<file path="src/design/aota_pkg.sv">
// ----------------------------------------------------------------------------
// ASID owner table allocator: shared package
// Table geometry, payload structs, result codes and the command/status
// structs that join the controller and the datapath.
// ----------------------------------------------------------------------------
package aota_pkg;

  localparam int ENTRIES    = 256;
  localparam int COUNT_BITS = 14;
  localparam int IDX_W      = $clog2(ENTRIES);
  localparam int ASID_W     = 8;
  localparam int TAG_W      = 18;

  localparam logic [COUNT_BITS-1:0] COUNT_MAX = {COUNT_BITS{1'b1}};

  typedef enum logic [0:0] {
    CMD_ACQUIRE = 1'b0,
    CMD_RELEASE = 1'b1
  } cmd_t;

  typedef enum logic [1:0] {
    ST_OK           = 2'd0,
    ST_NONE_IDLE    = 2'd1,
    ST_SATURATED    = 2'd2,
    ST_IDLE_RELEASE = 2'd3
  } status_t;

  typedef struct packed {
    cmd_t               command;
    logic [TAG_W-1:0]   owner_tag;
    logic [ASID_W-1:0]  held_asid;
  } in_item_t;

  typedef struct packed {
    logic [ASID_W-1:0]  granted_asid;
    logic               flush_needed;
    status_t            status;
  } out_item_t;

  typedef struct packed {
    logic [TAG_W-1:0]      tag;
    logic [COUNT_BITS-1:0] cnt;
  } entry_t;

  typedef enum logic [2:0] {
    S_IDLE,
    S_LOOK,
    S_EVAL,
    S_SCAN_RD,
    S_SCAN_EVAL
  } state_t;

  typedef enum logic [0:0] {
    RD_HELD,
    RD_CAND
  } rd_sel_t;

  typedef enum logic [1:0] {
    WR_NONE,
    WR_INC,
    WR_DEC,
    WR_STEAL
  } wr_op_t;

  typedef enum logic [2:0] {
    RES_NONE,
    RES_HELD_OK,
    RES_HELD_SAT,
    RES_IDLE_REL,
    RES_NONE_IDLE,
    RES_STEAL
  } res_op_t;

  typedef struct packed {
    logic    load;
    logic    rd_en;
    rd_sel_t rd_sel;
    logic    scan_init;
    logic    scan_adv;
    wr_op_t  wr_op;
    res_op_t res_op;
  } ctl_cmd_t;

  typedef struct packed {
    logic is_release;
    logic tag_zero;
    logic out_of_table;
    logic hit;
    logic cnt_zero;
    logic cnt_sat;
    logic scan_last;
  } dp_stat_t;

endpackage

</file>
<file path="src/design/aota_ctrl.sv">
// ----------------------------------------------------------------------------
// ASID owner table allocator: controller
// Sequences lookup of the held entry, the hit/release decision and the
// round-robin steal scan; drives the datapath through a command struct.
// ----------------------------------------------------------------------------
module aota_ctrl (
  input  logic               clk,
  input  logic               rst_n,
  input  logic               start,
  input  aota_pkg::dp_stat_t stat,
  output aota_pkg::ctl_cmd_t cmd,
  output logic               busy
);
  import aota_pkg::*;

  state_t state_r, state_nxt;

  always_ff @(posedge clk) begin
    if (!rst_n) begin
      state_r <= S_IDLE;
    end else begin
      state_r <= state_nxt;
    end
  end

  // Next state
  always_comb begin
    state_nxt = state_r;
    unique case (state_r)
      S_IDLE: begin
        if (start) state_nxt = S_LOOK;
      end
      S_LOOK: begin
        state_nxt = S_EVAL;
      end
      S_EVAL: begin
        if (!stat.is_release && !stat.tag_zero && !stat.hit) state_nxt = S_SCAN_RD;
        else state_nxt = S_IDLE;
      end
      S_SCAN_RD: begin
        state_nxt = S_SCAN_EVAL;
      end
      S_SCAN_EVAL: begin
        if (stat.cnt_zero || stat.scan_last) state_nxt = S_IDLE;
        else state_nxt = S_SCAN_RD;
      end
      default: begin
        state_nxt = S_IDLE;
      end
    endcase
  end

  // Outputs
  always_comb begin
    cmd           = '0;
    cmd.rd_sel    = RD_HELD;
    cmd.wr_op     = WR_NONE;
    cmd.res_op    = RES_NONE;
    busy          = (state_r != S_IDLE);
    unique case (state_r)
      S_IDLE: begin
        cmd.load = start;
      end
      S_LOOK: begin
        cmd.rd_en  = 1'b1;
        cmd.rd_sel = RD_HELD;
      end
      S_EVAL: begin
        priority if (stat.is_release) begin
          if (stat.out_of_table || stat.cnt_zero) begin
            cmd.res_op = RES_IDLE_REL;
          end else begin
            cmd.wr_op  = WR_DEC;
            cmd.res_op = RES_HELD_OK;
          end
        end else if (stat.tag_zero) begin
          cmd.res_op = RES_NONE_IDLE;
        end else if (stat.hit) begin
          if (stat.cnt_sat) begin
            cmd.res_op = RES_HELD_SAT;
          end else begin
            cmd.wr_op  = WR_INC;
            cmd.res_op = RES_HELD_OK;
          end
        end else begin
          cmd.scan_init = 1'b1;
        end
      end
      S_SCAN_RD: begin
        cmd.rd_en  = 1'b1;
        cmd.rd_sel = RD_CAND;
      end
      S_SCAN_EVAL: begin
        priority if (stat.cnt_zero) begin
          cmd.wr_op  = WR_STEAL;
          cmd.res_op = RES_STEAL;
        end else if (stat.scan_last) begin
          cmd.res_op = RES_NONE_IDLE;
        end else begin
          cmd.scan_adv = 1'b1;
        end
      end
      default: begin
        cmd.res_op = RES_NONE;
      end
    endcase
  end

endmodule

</file>
<file path="config.mk">
export PLATFORM = sky130hd
export DESIGN_NAME = aota_ctrl
export DESIGN_NICKNAME = d
export VERILOG_FILES = /design/src/design/aota_pkg.sv /design/src/design/aota_ctrl.sv
export SDC_FILE = /design/constraint.sdc
export NUM_CORES = 1
export LEC_CHECK = 0
export BUFFER_PORTS_ARGS = -buffer_cell sky130_fd_sc_hd__buf_2
export CORE_AREA = 2 2 39 41
export CTS_CLUSTER_DIAMETER = 150
export DETAILED_ROUTE_END_ITERATION = 12
export DIE_AREA = 0 0 41 43
export SYNTH_ARGS = -nofsm -noshare
export SYNTH_HDL_FRONTEND = slang
export SYNTH_SLANG_ARGS = --single-unit
</file>
<file path="constraint.sdc">
create_clock -name clk -period 1.4 [get_ports clk]
set_input_delay 0.28 -clock clk [delete_from_list [all_inputs] [get_ports clk]]
set_output_delay 0.28 -clock clk [all_outputs]
set_load 0.03 [all_outputs]
</file>
After elaboration in Yosys (flattened, before gate mapping) --
Cells that the tools add are included. Widths: inputs -> output; s select.
Storage, ports and cells: output and inout bits 11, logic and storage cells 41, bits of input ports 10, bits in registers 3
Cells by class: reductions and logical operators 9, equality and inequality tests 5, mux-type cells 26
Operator list (number):
- $pmux 3 s5 | 1
- $mux 2 | 7
- $mux 3 | 4
- $mux 5 | 2
- $mux 1 | 9
- $pmux 2 s2 | 2
- $eq 3x2->1 const B | 2
- $pmux 3 s2 | 1
- $eq 3x1->1 const B | 1
- $eq 3x3->1 const B | 1
- $logic_not 1->1 | 3
- $logic_not 3->1 | 1
- $reduce_bool 3->1 | 1
- $logic_and 1x1->1 | 2
- $logic_or 1x1->1 | 2
- $ne 2x2->1 const B | 1

Depth between registers and ports, before layout --
Gate-level depths: netlist of run 1.
depth in word-level cells 5, depth in mapped cells 4, gate-level depth less buffers 3

Worst setup path after synthesis of run 1 --
No wires, ideal clock.
path kind register to output, start register state_r[1], end output port cmd[9] (netlist bit), path slack -271 ps, data required time 1120 ps, path buffers 0, data arrival time 1391 ps, cell stages (with the launch flop) 3, cells stage by stage dfxtp_1 > or3_2 > nor2_1
RTL lines:
- start, declared | RTL line aota_ctrl.sv:16 | state_t state_r, state_nxt;
- start signal, assigned | RTL line aota_ctrl.sv:22 | state_r <= state_nxt;
- end, declared | RTL line aota_ctrl.sv:11 | output aota_pkg::ctl_cmd_t cmd,

==> flow_metrics.py, run 1 <==
metrics = {
    "sta": {
        "worst_slack_ns": -0.161,
        "finalSetupViolations": 9,
        "relSlewSlack": 0.790,
        "period_share": 1.12,
        "slew_viol_final": 0,
        "rsz0062_at_grt": "true",
        "period_needed_ns": 1.56,
        "clock_skew_ns": 0.00512,
        "max_freq_mhz": 641,
        "tightestPinTransition_ns": 0.312,
        "hold_viol_final": 0,
    },
    "synth": {
        "synth_cell_types": 24,
        "syn_area_sq_um": 312,
        "ys_ff_latch": 3,
        "yosysWarnings": 0,
        "synthCells": 42,
        "synth_nets": 52,
        "postSynthAreaPerCell_sq_um": 7.42,
        "ys_seq_area_frac": 0.193,
    },
    "detailed_routing": {
        "met3WireLength_microns": 64,
        "drt_pass1_iterations": 2,
        "viasPerCell": 4.79,
        "wl_met2_microns": 643,
        "routed-via-count": 450,
        "drc_errors": 0,
        "routed_wl_microns": 1130,
        "post_drt_wl_per_cell_microns": 12.0,
        "drtAntennaViolNets": 0,
        "first_iter_violations": 1,
        "wl_met1_microns": 424,
        "routed.top_layer": "met3",
    },
    "finish": {
        "finalInstanceArea_sq_um": 734,
        "regMostFlops": "state_r",
        "largest_reg_flops": 3,
        "diodes": 0,
        "drive_gt1_frac": 0.769,
        "final_common_cell": "buf_6",
        "area_delta_synth_final_pct": 136,
        "fin_util": 0.531,
        "nets": 89,
        "instances_no_fill": 94,
        "reg_top3": "state_r: 3 flops",
        "layout_common_cells": "buf_6 (17), buf_2 (9), buf_4 (7), a21oi_2 (5)",
        "fillCellCount": 125,
    },
    "die": {
        "start_util": 0.225,
        "rows": 14,
        "die-area_sq_um": 1760,
        "coreArea_sq_um": 1380,
        "io_pins": 21,
        "die_width_microns": 41,
        "die_h_microns": 43,
    },
    "placement": {
        "post-place-cells": 86,
        "numPortBuffers": 20,
        "gp_congestion": 0.757,
        "placed_area_sq_um": 514,
        "dpl_worst_slack_ns": -0.0175,
        "place_hpwl_microns": 748,
    },
    "clocking": {
        "clk_path_buf_depth": 2,
        "clock-sinks": 3,
        "cts_tree": "yes",
        "hold_buffers": 0,
        "numCtsBuffers": 3,
        "cts_root_buf": "clkbuf_4",
        "cts_max_level": 1,
        "clk_latency_ns": 0.23,
        "clkTransAtPathRegs_ns": 0.04,
    },
    "job": {
        "max-cap-violations": 0,
    },
    "worst_setup_path": {
        "worst_path_largest_cell_delay_ns": 0.36,
        "cp-start-kind": "register",
        "crit_type": "reg -> out",
        "path_cells": "nand2b_4 > o32a_4 > nor2_4 > buf_6",
        "reg2reg_setup_slack_ns": 0.06,
        "cp.buffers_inverters": 1,
        "cp_slowest_cell": "dfxtp_4",
        "crit_family": "flip-flops",
        "critPathRequiredTime_ns": 1.12,
        "worstPathMaxFanout": 7,
        "cp.arrival_ns": 1.28,
        "cp-end-kind": "output port",
    },
    "power_and_ir_drop": {
        "power_density_nw_per_um2": 666,
        "power_uw": 490,
        "leakagePower_nw": 0.334,
        "ir_drop_mv": 0.510,
    },
    "run_status": {
        "status": "complete, but fails checks",
        "failed_checks": "setup timing",
    },
    "global_routing": {
        "grt_max_degree": 8,
        "grt_pass1_wl_microns": 1870,
        "grt.total_usage": 0.154,
        "grt_pass1_vias": 487,
        "grt_overflow": 0,
        "antenna_found_initial": 0,
    },
    "min_path": {
        "hold_class": "in -> reg",
    },
}
-- power breakdown --
part           leakage, nW  total, mW  switching (mW)  internal [mW]
clock network       0.0150      0.150          0.0430          0.107
logic                0.292      0.240           0.121          0.118
registers           0.0264      0.100         0.00951         0.0908
-- final cells by class --
cell class,count,area (sq um),share of cell area
Inverter,3,11.3,0.0153
Clock buffer,4,26.3,0.0358
Tap cell,16,20.0,0.0273
Multi-Input combinational cell,35,319,0.434
Timing Repair Buffer,33,289,0.394
Sequential cell,3,68.8,0.0937
-- worst paths after layout --
check	startpoint	endpoint	cells past startpoint
max reg2reg	state_r[2]	state_r[1]	7
max	state_r[2]	cmd[2]	4
min	rst_n	state_r[0]	3
min reg2reg	state_r[0]	state_r[0]	4
-- per-layer routing --
metal  vias to the layer above  GRT usage
met5                         -          0
met4                         0     0.0867
met3                         0     0.0419
met2                        13      0.253
met1                       210      0.166
li1                        227          -
-- repair_timing --
item	in CTS	in global routing
pin swaps	7	5
setup endpoints to repair	11	13
gates resized for setup	37	10
buffers inserted	4	1
-- cell families after synthesis --
logic type,share of synthesized area
AND/OR/NAND/NOR,0.506
AO/OA/AOI/OAI,0.229
buffers and inverters,0.0723
flip-flops,0.193
-- worst reg2reg max path, cell delays in order, from the launching register on --
cell and delay [ns]:
dfxtp_4 0.36, and2b_2 0.27, buf_6 0.12, nand2_4 0.05, buf_6 0.12, buf_4 0.12
buf_4 0.13, a21oi_2 0.11
-- cell usage after synthesis --
cell type / instances / area, sq um
a211oi_1: 1 / 7.51
a21oi_1: 5 / 25.0
and2_1: 1 / 6.26
and2b_2: 2 / 17.5
and3_1: 2 / 12.5
buf_6: 1 / 11.3
dfxtp_1: 3 / 60.1
inv_1: 3 / 11.3
nand2_1: 1 / 3.75
nand2_2: 1 / 6.26
nand2b_1: 1 / 6.26
nand3_1: 1 / 5.00
nand3_2: 1 / 10.0
nand3b_1: 2 / 15.0
nand4b_1: 1 / 8.76
nor2_1: 5 / 18.8
nor3b_1: 1 / 7.51
nor4_2: 1 / 12.5
nor4b_1: 1 / 8.76
o21ai_0: 4 / 20.0
o21bai_1: 1 / 7.51
o32a_2: 1 / 11.3
or3_2: 1 / 7.51
or4_4: 1 / 11.3
-- per-stage QoR --
step / TNS [ns] / hold WS, ns
2_1_floorplan: -0.0616 / 0.404
3_3_place_gp: -0.00696 / 0.533
3_5_place_dp: -0.0499 / 0.541
4_1_cts: -1.11 / 0.292
5_1_grt: -1.42 / 0.305
6_report: -0.949 / 0.308
(Power assumes the default switching activity.)
==> run 2: changes to the inputs <==
PLACE_DENSITY_LB_ADDON = 0.15   (was not set)
==> run 2 against run 1 <==
Compared with the run above: the flow still finishes with violations (setup timing); sequential cell count unchanged; sequential power about the same; routed wire length down 2.9%; critical path type unchanged; clock skew down 0.0023 ns; largest cell class is now buffers; cell count up 7.4%; die area unchanged; critical endpoint is now cmd[0]; largest power group unchanged.
==> flow_metrics.py, run 2 (same netlist as run 1, synthesis figures left out) <==
metrics = {
    "run_status": {
        "status": "complete, but fails checks",
        "failed_checks": "setup timing",
    },
    "finish": {
        "layout_common_cells": "buf_4 (16), buf_6 (15), buf_2 (9), o21ai_0 (4)",
        "regMostFlops": "state_r",
        "nets": 96,
        "reg_top3": "state_r: 3 flops",
        "area_delta_synth_final_pct": 143,
        "diodes": 0,
        "largest_reg_flops": 3,
        "drive_gt1_frac": 0.765,
        "fin_util": 0.546,
        "final_common_cell": "buf_4",
        "instances_no_fill": 101,
    },
    "detailed_routing": {
        "drc_errors": 0,
        "post_drt_wl_per_cell_microns": 10.9,
        "drt_pass1_iterations": 2,
        "routed_wl_microns": 1100,
        "viasPerCell": 4.74,
        "routed-via-count": 479,
        "first_iter_violations": 1,
        "drtAntennaViolNets": 0,
    },
    "power_and_ir_drop": {
        "p_int_uw": 327,
        "p_comb_frac": 0.493,
        "p_sw_uw": 171,
        "seq_power_share": 0.198,
        "power_density_nw_per_um2": 659,
        "swShare": 0.344,
        "ir_drop_mv": 0.275,
        "leakagePower_nw": 0.366,
        "p_clk_frac": 0.309,
    },
    "die": {
        "start_util": 0.225,
        "coreArea_sq_um": 1380,
        "die_h_microns": 43,
        "die-area_sq_um": 1760,
        "io_pins": 21,
        "rows": 14,
        "die_width_microns": 41,
    },
    "sta": {
        "worst_slack_ns": -0.180,
        "rsz0062_at_grt": "true",
        "period_share": 1.13,
        "clock_skew_ns": 0.00280,
        "relSlewSlack": 0.836,
        "slew_viol_final": 0,
        "finalSetupViolations": 10,
        "period_needed_ns": 1.58,
        "hold-worst-slack_ns": 0.291,
        "max_freq_mhz": 633,
        "tightestPinTransition_ns": 0.242,
        "hold_viol_final": 0,
    },
    "global_routing": {
        "grt.total_usage": 0.145,
        "grt_pass1_vias": 422,
        "grt_overflow": 0,
        "antenna_found_initial": 0,
        "grt_pass1_wl_microns": 1750,
        "grt_max_degree": 8,
    },
    "worst_setup_path": {
        "critPathRequiredTime_ns": 1.12,
        "crit_type": "reg -> out",
        "cp-start-kind": "register",
        "cp.buffers_inverters": 2,
        "cp.arrival_ns": 1.30,
        "cp_common_cell": "buf_6",
        "worst_path_largest_cell_delay_ns": 0.36,
        "cp_slowest_cell": "dfxtp_4",
        "crit_family": "flip-flops",
        "worstPathMaxFanout": 5,
        "path_cells": "buf_6 > nand3b_1 > a21oi_2 > buf_6",
        "cp-end-kind": "output port",
    },
    "placement": {
        "post-place-cells": 86,
        "place_hpwl_microns": 756,
        "gp_congestion": 0.639,
        "numPortBuffers": 20,
    },
    "min_path": {
        "hold_class": "in -> reg",
    },
    "clocking": {
        "hold_buffers": 0,
        "clock-sinks": 3,
        "clk_path_buf_depth": 2,
        "numCtsBuffers": 3,
        "clk_latency_ns": 0.24,
        "cts_max_level": 1,
        "cts_tree": "yes",
        "cts_root_buf": "clkbuf_4",
        "clkTransAtPathRegs_ns": 0.04,
    },
    "job": {
        "max-cap-violations": 0,
    },
}
==> run 2: stage by stage <==
stage | worst slack (ns) | power, mW | TNS, ns | cell area (sq um)
detailed placement | -0.0147 | 0.269 | -0.0341 | 514
CTS | -0.188 | 0.477 | -1.13 | 699
finish | -0.180 | 0.498 | -1.13 | 756
floorplan | -0.0616 | 0.205 | -0.0616 | 338
global route | -0.256 | 0.524 | -1.59 | 756
global placement | -0.0205 | 0.269 | -0.0205 | 514
==> run 2: final timing paths <==
| check | from | end | slack [ns] | cells after the start |
|---|---|---|---|---|
| setup / recovery | state_r[1] | cmd[0] | -0.18 | 4 |
| hold reg to reg | state_r[0] | state_r[0] | 0.66 | 4 |
| setup reg to reg | state_r[2] | state_r[0] | 0.05 | 6 |
| hold / removal | rst_n | state_r[1] | 0.29 | 3 |
==> run 2: power by group through the flow <==
stage / sequential, mW / combinational (mW) / clock, mW
final: 0.0986 / 0.245 / 0.154
after global routing: 0.100 / 0.263 / 0.161
after CTS: 0.0980 / 0.222 / 0.157
after detailed placement: 0.0992 / 0.170 / 0
after global placement: 0.0993 / 0.170 / 0
after floorplan: 0.100 / 0.105 / 0
==> run 2: repair_timing <==
item	CTS	global route
buffers inserted	7	4
hold endpoints to repair	0	0
pin swaps	6	6
setup endpoints to repair	10	11
resized for setup	34	10
==> run 2: layout make-up <==
| class | count | area [sq um] |
|---|---|---|
| sequential | 3 | 68.8 |
| inverter | 3 | 11.3 |
| multi-input combinational | 35 | 295 |
| timing repair buffer | 40 | 334 |
| fill | 137 | 628 |
| tap | 16 | 20.0 |
| clock buffer | 4 | 26.3 |
==> run 2: worst register-to-register path, delay by kind of cell, from the launching register on <==
family	cells	cell delay, ns
AO/OA/AOI/OAI	1	0.04
buffers and inverters	3	0.36
flip-flops	1	0.35
AND/OR/NAND/NOR	2	0.49
==> run 2: routing by layer <==
layer	GRT usage	part of all wire	vias up
li1	-	-	240
met1	0.160	0.39	215
met2	0.241	0.53	20
met3	0.0157	0.066	4
met4	0.100	0.015	0
met5	0	0	-
